`src/hdl/rdct_pkg.sv`:
```
// ----------------------------------------------------------------------------
// rdct_pkg: shared definitions for the reload down-counter timer
// Item and result types, register map, control bits and ID bytes.
// ----------------------------------------------------------------------------
`default_nettype none

package rdct_pkg;

   localparam int COUNT_BITS = 32;

   typedef enum logic [2:0] {
      MODE_READ   = 3'd0,
      MODE_WRITE  = 3'd1,
      MODE_TICK   = 3'd2,
      MODE_SAMPLE = 3'd3,
      MODE_RESET  = 3'd4
   } mode_type;

   typedef enum logic [1:0] {
      RESP_OK       = 2'd0,
      RESP_BAD_LEN  = 2'd1,
      RESP_BE_ERR   = 2'd2,
      RESP_ADDR_ERR = 2'd3
   } resp_type;

   localparam logic [11:0] ADDR_CTRL      = 12'h000;
   localparam logic [11:0] ADDR_VALUE     = 12'h004;
   localparam logic [11:0] ADDR_RELOAD    = 12'h008;
   localparam logic [11:0] ADDR_INTSTATUS = 12'h00C;
   localparam logic [11:0] ADDR_ID_FIRST  = 12'hFD0;
   localparam logic [11:0] ADDR_ID_LAST   = 12'hFFC;

   localparam int CTL_ENABLE  = 0;
   localparam int CTL_EXT_EN  = 1;
   localparam int CTL_EXT_CLK = 2;
   localparam int CTL_INT_EN  = 3;

   localparam logic [3:0] LEN_WORD  = 4'd4;
   localparam logic [3:0] LEN_DWORD = 4'd8;

   // packed with the first field in the highest bits
   typedef struct packed {
      logic        ext_level;
      logic [3:0]  stream_width;
      logic        byte_enables_used;
      logic [3:0]  transfer_length;
      logic [31:0] write_data;
      logic [11:0] address;
   } item_type;

   typedef struct packed {
      logic        interrupt_line;
      logic [31:0] read_data;
      resp_type    response;
   } result_type;

   // PID4..PID7, PID0..PID3, CID0..CID3 in address order
   function automatic logic [7:0] id_byte(input logic [3:0] idx);
      logic [7:0] b;
      unique case (idx)
         4'd0:    b = 8'h04;
         4'd1:    b = 8'h00;
         4'd2:    b = 8'h00;
         4'd3:    b = 8'h00;
         4'd4:    b = 8'h22;
         4'd5:    b = 8'hB8;
         4'd6:    b = 8'h1B;
         4'd7:    b = 8'h00;
         4'd8:    b = 8'h0D;
         4'd9:    b = 8'hF0;
         4'd10:   b = 8'h05;
         4'd11:   b = 8'hB1;
         default: b = 8'h00;
      endcase
      return b;
   endfunction

endpackage

`default_nettype wire

```
`src/hdl/reload_down_counter_timer_top.sv`:
```
// ----------------------------------------------------------------------------
// reload_down_counter_timer_top: memory-mapped reload down-counter timer
// Stream front end around the timer core with a registered result beat.
// ----------------------------------------------------------------------------
// Usage:
//   Each req beat carries one bus read, bus write, internal tick, external
//   input sample or soft reset, selected by req_tuser. Every req beat yields
//   exactly one rsp beat with the access status, read data and the level of
//   the interrupt line after that beat.
//   The rsp beat is valid in the cycle after the req beat is taken.
//   Throughput is one beat per cycle while the receiver takes each rsp beat;
//   the core decodes and updates its registers in a single pass between the
//   req handshake and the result register.
//   When the receiver stalls, the result register holds its beat and
//   req_tready stays high only if that beat is taken in the same cycle.
//   Reset clears all timer registers and the result register's valid flag.
// ----------------------------------------------------------------------------
`default_nettype none

module reload_down_counter_timer_top (
   input  wire logic        clock,
   input  wire logic        reset,
   input  wire logic        req_tvalid,
   output logic             req_tready,
   // [11:0] address, [43:12] write_data, [47:44] transfer_length,
   // [48] byte_enables_used, [52:49] stream_width, [53] ext_level
   input  wire logic [55:0] req_tdata,
   // [2:0] mode
   input  wire logic [2:0]  req_tuser,
   output logic             rsp_tvalid,
   input  wire logic        rsp_tready,
   // [1:0] response, [33:2] read_data, [34] interrupt_line
   output logic [39:0]      rsp_tdata
);
   import rdct_pkg::*;

   logic       fire;
   item_type   item;
   result_type result;
   result_type result_ff;
   logic       rsp_valid_ff, rsp_valid_in;

   assign req_tready = !rsp_valid_ff || rsp_tready;
   assign fire       = req_tvalid && req_tready;
   assign item       = item_type'(req_tdata[53:0]);

   rdct_core u_core (
      .clock  (clock),
      .reset  (reset),
      .fire   (fire),
      .mode   (mode_type'(req_tuser)),
      .item   (item),
      .result (result)
   );

   always_comb begin
      rsp_valid_in = rsp_valid_ff;
      if (fire) begin
         rsp_valid_in = 1'b1;
      end else if (rsp_tready) begin
         rsp_valid_in = 1'b0;
      end
   end

   always_ff @(posedge clock) begin
      if (reset) begin
         rsp_valid_ff <= 1'b0;
      end else begin
         rsp_valid_ff <= rsp_valid_in;
      end
   end

   always_ff @(posedge clock) begin
      if (fire) begin
         result_ff <= result;
      end
   end

   assign rsp_tvalid = rsp_valid_ff;
   assign rsp_tdata  = {5'd0, result_ff};

endmodule

`default_nettype wire

```
`src/hdl/rdct_core.sv`:
```
// ----------------------------------------------------------------------------
// rdct_core: timer register file and counter
// Holds control, value, reload, status and interrupt state; decodes one beat
// and produces its result combinationally, updating state when fire is high.
// ----------------------------------------------------------------------------
`default_nettype none

module rdct_core (
   input  wire logic                clock,
   input  wire logic                reset,
   input  wire logic                fire,
   input  rdct_pkg::mode_type       mode,
   input  rdct_pkg::item_type       item,
   output rdct_pkg::result_type     result
);
   import rdct_pkg::*;

   logic [3:0]            control_ff, control_in;
   logic [COUNT_BITS-1:0] count_ff, count_in;
   logic [COUNT_BITS-1:0] reload_ff, reload_in;
   logic                  status_ff, status_in;
   logic                  int_ff, int_in;
   logic                  last_ext_ff, last_ext_in;

   logic                  do_count;
   logic                  len_bad;
   logic                  be_bad;
   logic                  id_hit;
   logic [11:0]           id_offs;
   logic [COUNT_BITS-1:0] write_cnt;

   assign len_bad   = (item.transfer_length != LEN_WORD) &&
                      (item.transfer_length != LEN_DWORD);
   assign be_bad    = item.byte_enables_used ||
                      ((item.stream_width != 4'd0) &&
                       (item.stream_width < item.transfer_length));
   assign id_offs   = item.address - ADDR_ID_FIRST;
   assign id_hit    = (item.address >= ADDR_ID_FIRST) && (item.address <= ADDR_ID_LAST) &&
                      (item.address[1:0] == 2'b00);
   assign write_cnt = item.write_data[COUNT_BITS-1:0];

   always_comb begin
      control_in      = control_ff;
      count_in        = count_ff;
      reload_in       = reload_ff;
      status_in       = status_ff;
      int_in          = int_ff;
      last_ext_in     = last_ext_ff;
      do_count        = 1'b0;
      result.response = RESP_OK;
      result.read_data = 32'd0;

      unique case (mode)
         MODE_READ, MODE_WRITE: begin
            if (len_bad) begin
               result.response = RESP_BAD_LEN;
            end else if (be_bad) begin
               result.response = RESP_BE_ERR;
            end else if (mode == MODE_READ) begin
               priority if (item.address == ADDR_CTRL) begin
                  result.read_data = 32'(control_ff);
               end else if (item.address == ADDR_VALUE) begin
                  result.read_data = 32'(count_ff);
               end else if (item.address == ADDR_RELOAD) begin
                  result.read_data = 32'(reload_ff);
               end else if (item.address == ADDR_INTSTATUS) begin
                  result.read_data = 32'(status_ff);
               end else if (id_hit) begin
                  result.read_data = 32'(id_byte(id_offs[5:2]));
               end else begin
                  result.response = RESP_ADDR_ERR;
               end
            end else begin
               priority if (item.address == ADDR_CTRL) begin
                  control_in = item.write_data[3:0];
               end else if (item.address == ADDR_VALUE) begin
                  count_in = write_cnt;
               end else if (item.address == ADDR_RELOAD) begin
                  reload_in = write_cnt;
                  count_in  = write_cnt;
               end else if (item.address == ADDR_INTSTATUS) begin
                  if (item.write_data[0]) begin
                     status_in = 1'b0;
                     int_in    = 1'b0;
                  end
               end else begin
                  result.response = RESP_ADDR_ERR;
               end
            end
         end
         MODE_TICK: begin
            do_count = control_ff[CTL_ENABLE] && !control_ff[CTL_EXT_CLK] &&
                       !(control_ff[CTL_EXT_EN] && !item.ext_level);
         end
         MODE_SAMPLE: begin
            last_ext_in = item.ext_level;
            do_count    = control_ff[CTL_ENABLE] && control_ff[CTL_EXT_CLK] &&
                          item.ext_level && !last_ext_ff;
         end
         MODE_RESET: begin
            control_in  = 4'd0;
            count_in    = '0;
            reload_in   = '0;
            status_in   = 1'b0;
            int_in      = 1'b0;
            last_ext_in = 1'b0;
         end
         default: begin
         end
      endcase

      if (do_count) begin
         if (count_ff == '0) begin
            count_in  = reload_ff;
            status_in = 1'b1;
            if (control_ff[CTL_INT_EN]) begin
               int_in = 1'b1;
            end
         end else begin
            count_in = count_ff - COUNT_BITS'(1);
         end
      end

      result.interrupt_line = int_in;
   end

   always_ff @(posedge clock) begin
      if (reset) begin
         control_ff  <= 4'd0;
         count_ff    <= '0;
         reload_ff   <= '0;
         status_ff   <= 1'b0;
         int_ff      <= 1'b0;
         last_ext_ff <= 1'b0;
      end else if (fire) begin
         control_ff  <= control_in;
         count_ff    <= count_in;
         reload_ff   <= reload_in;
         status_ff   <= status_in;
         int_ff      <= int_in;
         last_ext_ff <= last_ext_in;
      end
   end

endmodule

`default_nettype wire

```
`config.mk`:
```
export PLATFORM = sky130hd
export DESIGN_NAME = reload_down_counter_timer_top
export DESIGN_NICKNAME = d
export VERILOG_FILES = /design/src/hdl/rdct_pkg.sv /design/src/hdl/reload_down_counter_timer_top.sv /design/src/hdl/rdct_core.sv
export SDC_FILE = /design/constraint.sdc
export NUM_CORES = 1
export LEC_CHECK = 0
export BUFFER_PORTS_ARGS = -buffer_cell sky130_fd_sc_hd__buf_2
export CAP_MARGIN = 0
export CELL_PAD_IN_SITES_DETAIL_PLACEMENT = 1
export CELL_PAD_IN_SITES_GLOBAL_PLACEMENT = 2
export CORE_MARGIN = 5
export CORE_UTILIZATION = 37
export CTS_BUF_LIST = sky130_fd_sc_hd__clkbuf_4 sky130_fd_sc_hd__clkbuf_8 sky130_fd_sc_hd__clkbuf_16
export CTS_CLUSTER_SIZE = 10
export DETAILED_ROUTE_END_ITERATION = 10
export HOLD_SLACK_MARGIN = 0.06
export PLACE_DENSITY = 0.85
export SETUP_SLACK_MARGIN = 0.2
export SLEW_MARGIN = 20
export SYNTH_ARGS = -nofsm -noshare
export SYNTH_HDL_FRONTEND = slang
export SYNTH_SLANG_ARGS = --single-unit
```
`constraint.sdc`:
```
create_clock -name clock -period 8.1 [get_ports clock]
set_input_delay 1.62 -clock clock [delete_from_list [all_inputs] [get_ports clock]]
set_output_delay 1.62 -clock clock [all_outputs]
set_load 0.02 [all_outputs]
```
==> summary.txt, run 1 <==
Outcome
  • Status: complete, no violations

Synth
  • Post-synth cell types: 74
  • Synth top area cells: dfxtp_1, edfxtp_1, a22o_1
  • #FFs+latches synth: 107
  • Number of flops mapped to enable cells by yosys: 35
  • Yosys top cell by area: dfxtp_1
  • Synthesized area: 5960 um^2
  • Mean post-synth cell area: slightly below 9 um^2
  • Sequential share of the synthesized area: 41.8%
  • Post-synth ARST share: 0%
  • Warnings from Yosys: 0
  • Post-synth top area share: 24.2%
  • Most used DFF post-synth: dfxtp_1
  • Syn Inst Count: a little under 700

Clock network
  • CTS resizes: 0
  • Skew-Pair Late Insertion Delay: 370 ps
  • CTS Buffer Depth: 2
  • Post CTS Setup Buffer Count: 0
  • Clock Sinks: around 110
  • CTS H-tree lvls: 3
  • Post-CTS Hold Buffers: 0
  • Num CTS Buffers: 9
  • CTS tree: done
  • Reg clk slew, reported paths: approximately 70 ps
  • CTS Root Cell: clkbuf_16

STA
  • Relative slew slack: 25.0%
  • TNS Setup: 0 ps
  • Slew Limit Fails: 0
  • Worst slew pin tran: 1120 ps
  • Unrepaired setup endpoints after global routing: false
  • Endpoints failing setup: 0
  • Fmax: 211 MHz
  • Period utilization: 58.5%
  • Period minus WS final: 4740 ps
  • Setup ws final: 3360 ps
  • Clk_skew: 11.5 ps
  • Final hold vios: 0

Floorplan
  • Die width: 137 um
  • I/O pins: 105
  • Die area: 18700 um^2
  • Starting Density: 37.6%
  • DIE HEIGHT: 137 um
  • Rows: 46
  • CORE AREA: around 16000 um^2

Route
  • Vias after detailed routing: 5796
  • Drt drc: 0
  • Remaining antenna violation count after routing: 0
  • Top sig layer: met4
  • Met3 wire length: 792 um
  • Via-to-Cell Ratio: approximately 6
  • M1 WL: 9.59 mm
  • Met2 wire len: slightly above 10 mm
  • DRT Pass-1 Iters: 5
  • Routed wire length: 21.0 mm
  • Detailed Route Iter0 Violations: 352
  • Drt wl/cell: 21.7 um

Power
  • PwrDens: between 150 and 200 nW/um^2
  • Worst VDD drop: around 0.096 mV
  • Leak Pwr: 2.60 nW

Global routing
  • Vias in the first global route: 5979
  • First-pass GRT wire length: 32.6 mm
  • GRT Total Usage: between 20% and 30%
  • Gr ovfl total: 0
  • Largest net degree at the start of global routing: 38
  • Antenna violations before repair: 1

Job
  • Max_cap viols: 0

Worst hold path
  • Hold Crit Class: reg -> reg

Worst setup path
  • CP max stage cell: or4_1
  • Worst path bufs/invs: 3
  • CP arrival: 4990 ps
  • Top Family by Delay on Critical Path: simple AND/OR/NAND/NOR gates
  • Setup crit start kind: input pin
  • Worst setup path class: in -> reg
  • Top fanout value on the critical path: 18
  • Worst reg2reg setup slack: 4730 ps
  • Max stage delay on crit path: 650 ps
  • Crit path capture type: register
  • Required time worst endpoint: 8350 ps
  • CP cell instances: buf_2 -> inv_1 -> ha_1 -> or4b_1 -> or4_1 -> nor3_2 -> o2bb2ai_1 -> buf_4 -> o21ai_0 -> a32o_1

Placed design
  • Worst slack, placed: 3000 ps
  • DPL Wire Length: 13.9 mm
  • Routability cong.: 0.893
  • Dpl cells: 952
  • IO buf count: 97

Cells and area
  • Final nets: about 800
  • Non-filler cells, final: 968
  • Most frequent cells in the layout: buf_2, dfxtp_1, a21oi_1
  • Diodes inserted: 0
  • Layout cells sized above 1: 18.9%
  • Core Util, Final: 43.8%
  • Synth-to-Final Area Change: 16.3%
  • Commonest non-fill, non-tap cell in the layout: buf_2
==> per-stage QoR <==
step | instance area [um^2] | hold WS [ps] | total power [W]
5_1_grt | 6930 | 530 | 0.00132
3_5_place_dp | 6630 | 483 | 0.000820
6_report | 6930 | 496 | 0.00127
4_1_cts | 6930 | 495 | 0.00128
2_1_floorplan | 5970 | 449 | 0.000741
3_3_place_gp | 6630 | 460 | 0.000815
==> worst paths after layout <==
kind | from | endpoint | cells past startpoint
setup / recovery | req_tdata[4] | u_core.count_ff[30] | 10
hold / removal | u_core.int_ff | u_core.int_ff | 2
setup reg to reg | u_core.count_ff[23] | u_core.count_ff[20] | 6
hold reg to reg | u_core.int_ff | u_core.int_ff | 2
==> cells in the mapped netlist, drive strengths merged (3+ instances only) <==
| cell type | n |
|---|---|
| xor2 | 9 |
| xnor2 | 3 |
| a22o | 38 |
| a211o | 3 |
| a211oi | 5 |
| o211ai | 14 |
| a32o | 8 |
| nand2 | 46 |
| o31ai | 4 |
| a31oi | 3 |
| inv | 17 |
| nand4 | 10 |
| nor2b | 10 |
| or4 | 6 |
| a22oi | 27 |
| o22ai | 4 |
| nor4 | 17 |
| nor2 | 54 |
| dfxtp | 72 |
| a21oi | 64 |
| ha | 13 |
| nor3 | 25 |
| o41ai | 4 |
| clkbuf | 38 |
| o21a | 4 |
| o21ai | 40 |
| o32ai | 3 |
| edfxtp | 35 |
| nand3 | 22 |
| or3 | 6 |
| a221oi | 3 |
| nand2b | 5 |
| and3 | 6 |
| buf | 15 |
| o311ai | 3 |
| and2 | 4 |
==> layer usage <==
layer	up-vias	GRT usage (%)
met5	-	0
met4	0	6.65
met3	29	3.75
met2	152	38.1
met1	2898	29.2
li1	2717	-
==> layout make-up <==
cell class / instances / area, um^2
Clock buffer: 10 / 233
Clock inverter: 6 / 65.1
Fill cell: 1847 / 8900
Inverter: 17 / 63.8
Multi-Input combinational cell: 503 / 3230
Sequential cell: 107 / 2490
Tap cell: 216 / 270
Timing Repair Buffer: 109 / 576
==> power by group <==
| part | switching, W | internal (W) | leakage, nW | total (W) |
|---|---|---|---|---|
| sequential | 0.00000922 | 0.000565 | 0.934 | 0.000575 |
| combinational | 0.000161 | 0.0000760 | 1.52 | 0.000237 |
| clock | 0.000213 | 0.000244 | 0.146 | 0.000457 |
==> sequential cells by signal, summed over array words and instances, names as in the netlist <==
name,cells
rsp_tdata,35
u_core.count_ff,32
u_core.reload_ff,32
u_core.control_ff,4
rsp_tvalid,1
u_core.int_ff,1
u_core.last_ext_ff,1
u_core.status_ff,1
==> worst reg2reg max path, delay by kind of cell, from the launching register on <==
kind | cells | cell delay, ps
DFF | 1 | 390
and+or+nand+nor | 4 | 2360
AOI/OAI and AO/OA | 2 | 520
==> logic make-up (layout without fill, tap and decap cells) <==
logic type / Yosys count / in the layout / synth area share [%]
xor gates and xnor gates: 12 / 12 / 1.76
and+or+nand+nor: 222 / 222 / 19.1
adders and majority gates: 13 / 13 / 2.73
muxes: 4 / 4 / 0.714
other: 1 / 5 / 0.0630
DFF: 107 / 107 / 41.8
AOI/OAI and AO/OA: 247 / 247 / 28.7
buffers and inverters: 70 / 142 / 5.13
(Power assumes the default switching activity.)
==> run 2, diff against run 1 <==
--- a/config.mk
+++ b/config.mk
@@ -10,12 +10,12 @@
 export CELL_PAD_IN_SITES_DETAIL_PLACEMENT = 1
 export CELL_PAD_IN_SITES_GLOBAL_PLACEMENT = 2
 export CORE_MARGIN = 5
-export CORE_UTILIZATION = 37
+export CORE_UTILIZATION = 34
 export CTS_BUF_LIST = sky130_fd_sc_hd__clkbuf_4 sky130_fd_sc_hd__clkbuf_8 sky130_fd_sc_hd__clkbuf_16
 export CTS_CLUSTER_SIZE = 10
 export DETAILED_ROUTE_END_ITERATION = 10
 export HOLD_SLACK_MARGIN = 0.06
-export PLACE_DENSITY = 0.85
+export PLACE_DENSITY = 0.79
 export SETUP_SLACK_MARGIN = 0.2
 export SLEW_MARGIN = 20
 export SYNTH_ARGS = -nofsm -noshare
==> constraint.sdc (replaced) <==
create_clock -name clock -period 4.78 [get_ports clock]
set_input_delay 0.956 -clock clock [delete_from_list [all_inputs] [get_ports clock]]
set_output_delay 0.956 -clock clock [all_outputs]
set_load 0.02 [all_outputs]
==> summary.txt, run 2 (same netlist as run 1, synthesis figures left out) <==
Outcome
  • Status: complete, no violations

Clock network
  • Clock Sinks: 107
  • Post CTS Setup Buffer Count: 0
  • Reg clk slew, reported paths: 70 ps
  • Post-CTS Hold Buffers: 0
  • CTS H-tree lvls: 3
  • CTS Buffer Depth: 2
  • CTS resizes: 0
  • CTS tree: done
  • Skew-Pair Late Insertion Delay: 360 ps
  • CTS Root Cell: clkbuf_16
  • Num CTS Buffers: 9

STA
  • Period utilization: 78.3%
  • Period minus WS final: 3740 ps
  • Clk_skew: 9.77 ps
  • TNS Setup: 0 ps
  • Relative slew slack: 28.8%
  • Worst slew pin tran: 1060 ps
  • Slew Limit Fails: 0
  • Fmax: 267 MHz
  • Unrepaired setup endpoints after global routing: false
  • Setup ws final: 1040 ps
  • Final hold vios: 0
  • Endpoints failing setup: 0

Power
  • Worst VDD drop: 0.190 mV
  • Sequential Power Share: 46.0%
  • Leak Pwr: 2.62 nW
  • Sw power: 0.000660 W
  • Sw frac: between 30% and 40%
  • Pint: 0.00146 W
  • PwrDens: 303 nW/um^2
  • Total Power: 0.00212 W
  • Clock Power Share: 34.8%
  • Comb power frac: a little under a fifth

Route
  • Drt wl/cell: 21.6 um
  • Vias after detailed routing: 5838
  • DRT Pass-1 Iters: 5
  • Remaining antenna violation count after routing: 0
  • Via-to-Cell Ratio: 5.95
  • Detailed Route Iter0 Violations: 489
  • Routed wire length: 21.2 mm
  • Drt drc: 0

Worst setup path
  • Setup crit start kind: input pin
  • Crit path capture type: register
  • CP cell instances: buf_2 -> inv_1 -> ha_1 -> or4b_1 -> or4_1 -> nor3_2 -> a2bb2oi_2 -> buf_4 -> nor3_1 -> a32o_1
  • CP max stage cell: or4_1
  • CP arrival: between 4000 and 5000 ps
  • Required time worst endpoint: 5080 ps
  • Worst setup path class: in -> reg
  • Top fanout value on the critical path: 17
  • Max stage delay on crit path: 640 ps

Job
  • Max_cap viols: 0

Floorplan
  • Starting Density: 34.6%
  • Rows: 48
  • Die area: around 20000 um^2
  • I/O pins: 105
  • Die width: 142 um
  • DIE HEIGHT: 142 um
  • CORE AREA: 17200 um^2

Cells and area
  • Final instance area: roughly 7000 um^2
  • Multi-input logic area: between 3000 and 4000 um^2
  • Most frequent cells in the layout: buf_2, dfxtp_1, a21oi_1
  • Synth-to-Final Area Change: 17.2%
  • Layout cells sized above 1: about 20%
  • Commonest non-fill, non-tap cell in the layout: buf_2
  • Core Util, Final: 40.5%
  • # fillers: 2035
  • Register area: around 2500 um^2
  • Final nets: about 830
  • Diodes inserted: 0
  • Max FFs per register: 35

Global routing
  • First-pass GRT wire length: 33.9 mm
  • GRT Total Usage: 21.0%
  • Largest net degree at the start of global routing: 33
  • Vias in the first global route: 6050
  • Gr ovfl total: 0
  • Antenna violations before repair: 0

Placed design
  • DP Area: 6690 um^2
  • Worst slack, placed: 530 ps
  • IO buf count: 97
  • DPL Wire Length: 14.8 mm
  • Routability cong.: 0.878

Worst hold path
  • Hold Crit Class: reg -> reg
-- run 2: final timing paths --
| path | from | to | slack, ps | cells past startpoint |
|---|---|---|---|---|
| worst max-delay path | req_tdata[4] | u_core.count_ff[2] | 1040 | 10 |
| worst max register to register | u_core.count_ff[23] | u_core.count_ff[27] | 1350 | 6 |
| worst min-delay path | u_core.reload_ff[9] | u_core.reload_ff[9] | 520 | 1 |
| worst min register to register | u_core.reload_ff[9] | u_core.reload_ff[9] | 520 | 1 |
-- run 2: critical path, delay by kind of cell --
family,cells,cell delay [ps]
AOI/OAI and AO/OA,2,500
adders and majority gates,1,180
buffers and inverters,3,530
and+or+nand+nor,4,1860
-- run 2: power groups by stage --
| stage | Clock [W] | Sequential [W] | Combinational, W |
|---|---|---|---|
| 6_report | 0.000737 | 0.000973 | 0.000405 |
| 5_1_grt | 0.000788 | 0.000976 | 0.000441 |
| 4_1_cts | 0.000753 | 0.000973 | 0.000404 |
| 3_5_place_dp | 0 | 0.000994 | 0.000400 |
| 3_3_place_gp | 0 | 0.000993 | 0.000394 |
| 2_1_floorplan | 0 | 0.00101 | 0.000247 |
-- run 2: area by class of cell --
cell class | count | area share [%]
repair buffers | 114 | 8.96
well taps | 225 | 4.03
inverters | 17 | 0.914
clock buffers | 10 | 3.33
multi-input cells | 503 | 46.3
clock inverters | 6 | 0.699
flip-flops and latches | 107 | 35.7
-- run 2: stage by stage --
stage	hold WS [ps]	instances
floorplan	449	680
global placement	460	966
detailed placement	497	966
CTS	515	982
global route	531	982
finish	516	982
-- run 2: metal layers --
metal	GRT usage (%)	vias up	share of wire [%]
met5	0	-	0
met1	28.4	2940	47
met3	2.35	27	3.5
met4	5.35	0	1.6
li1	-	2733	-
met2	36.0	138	48
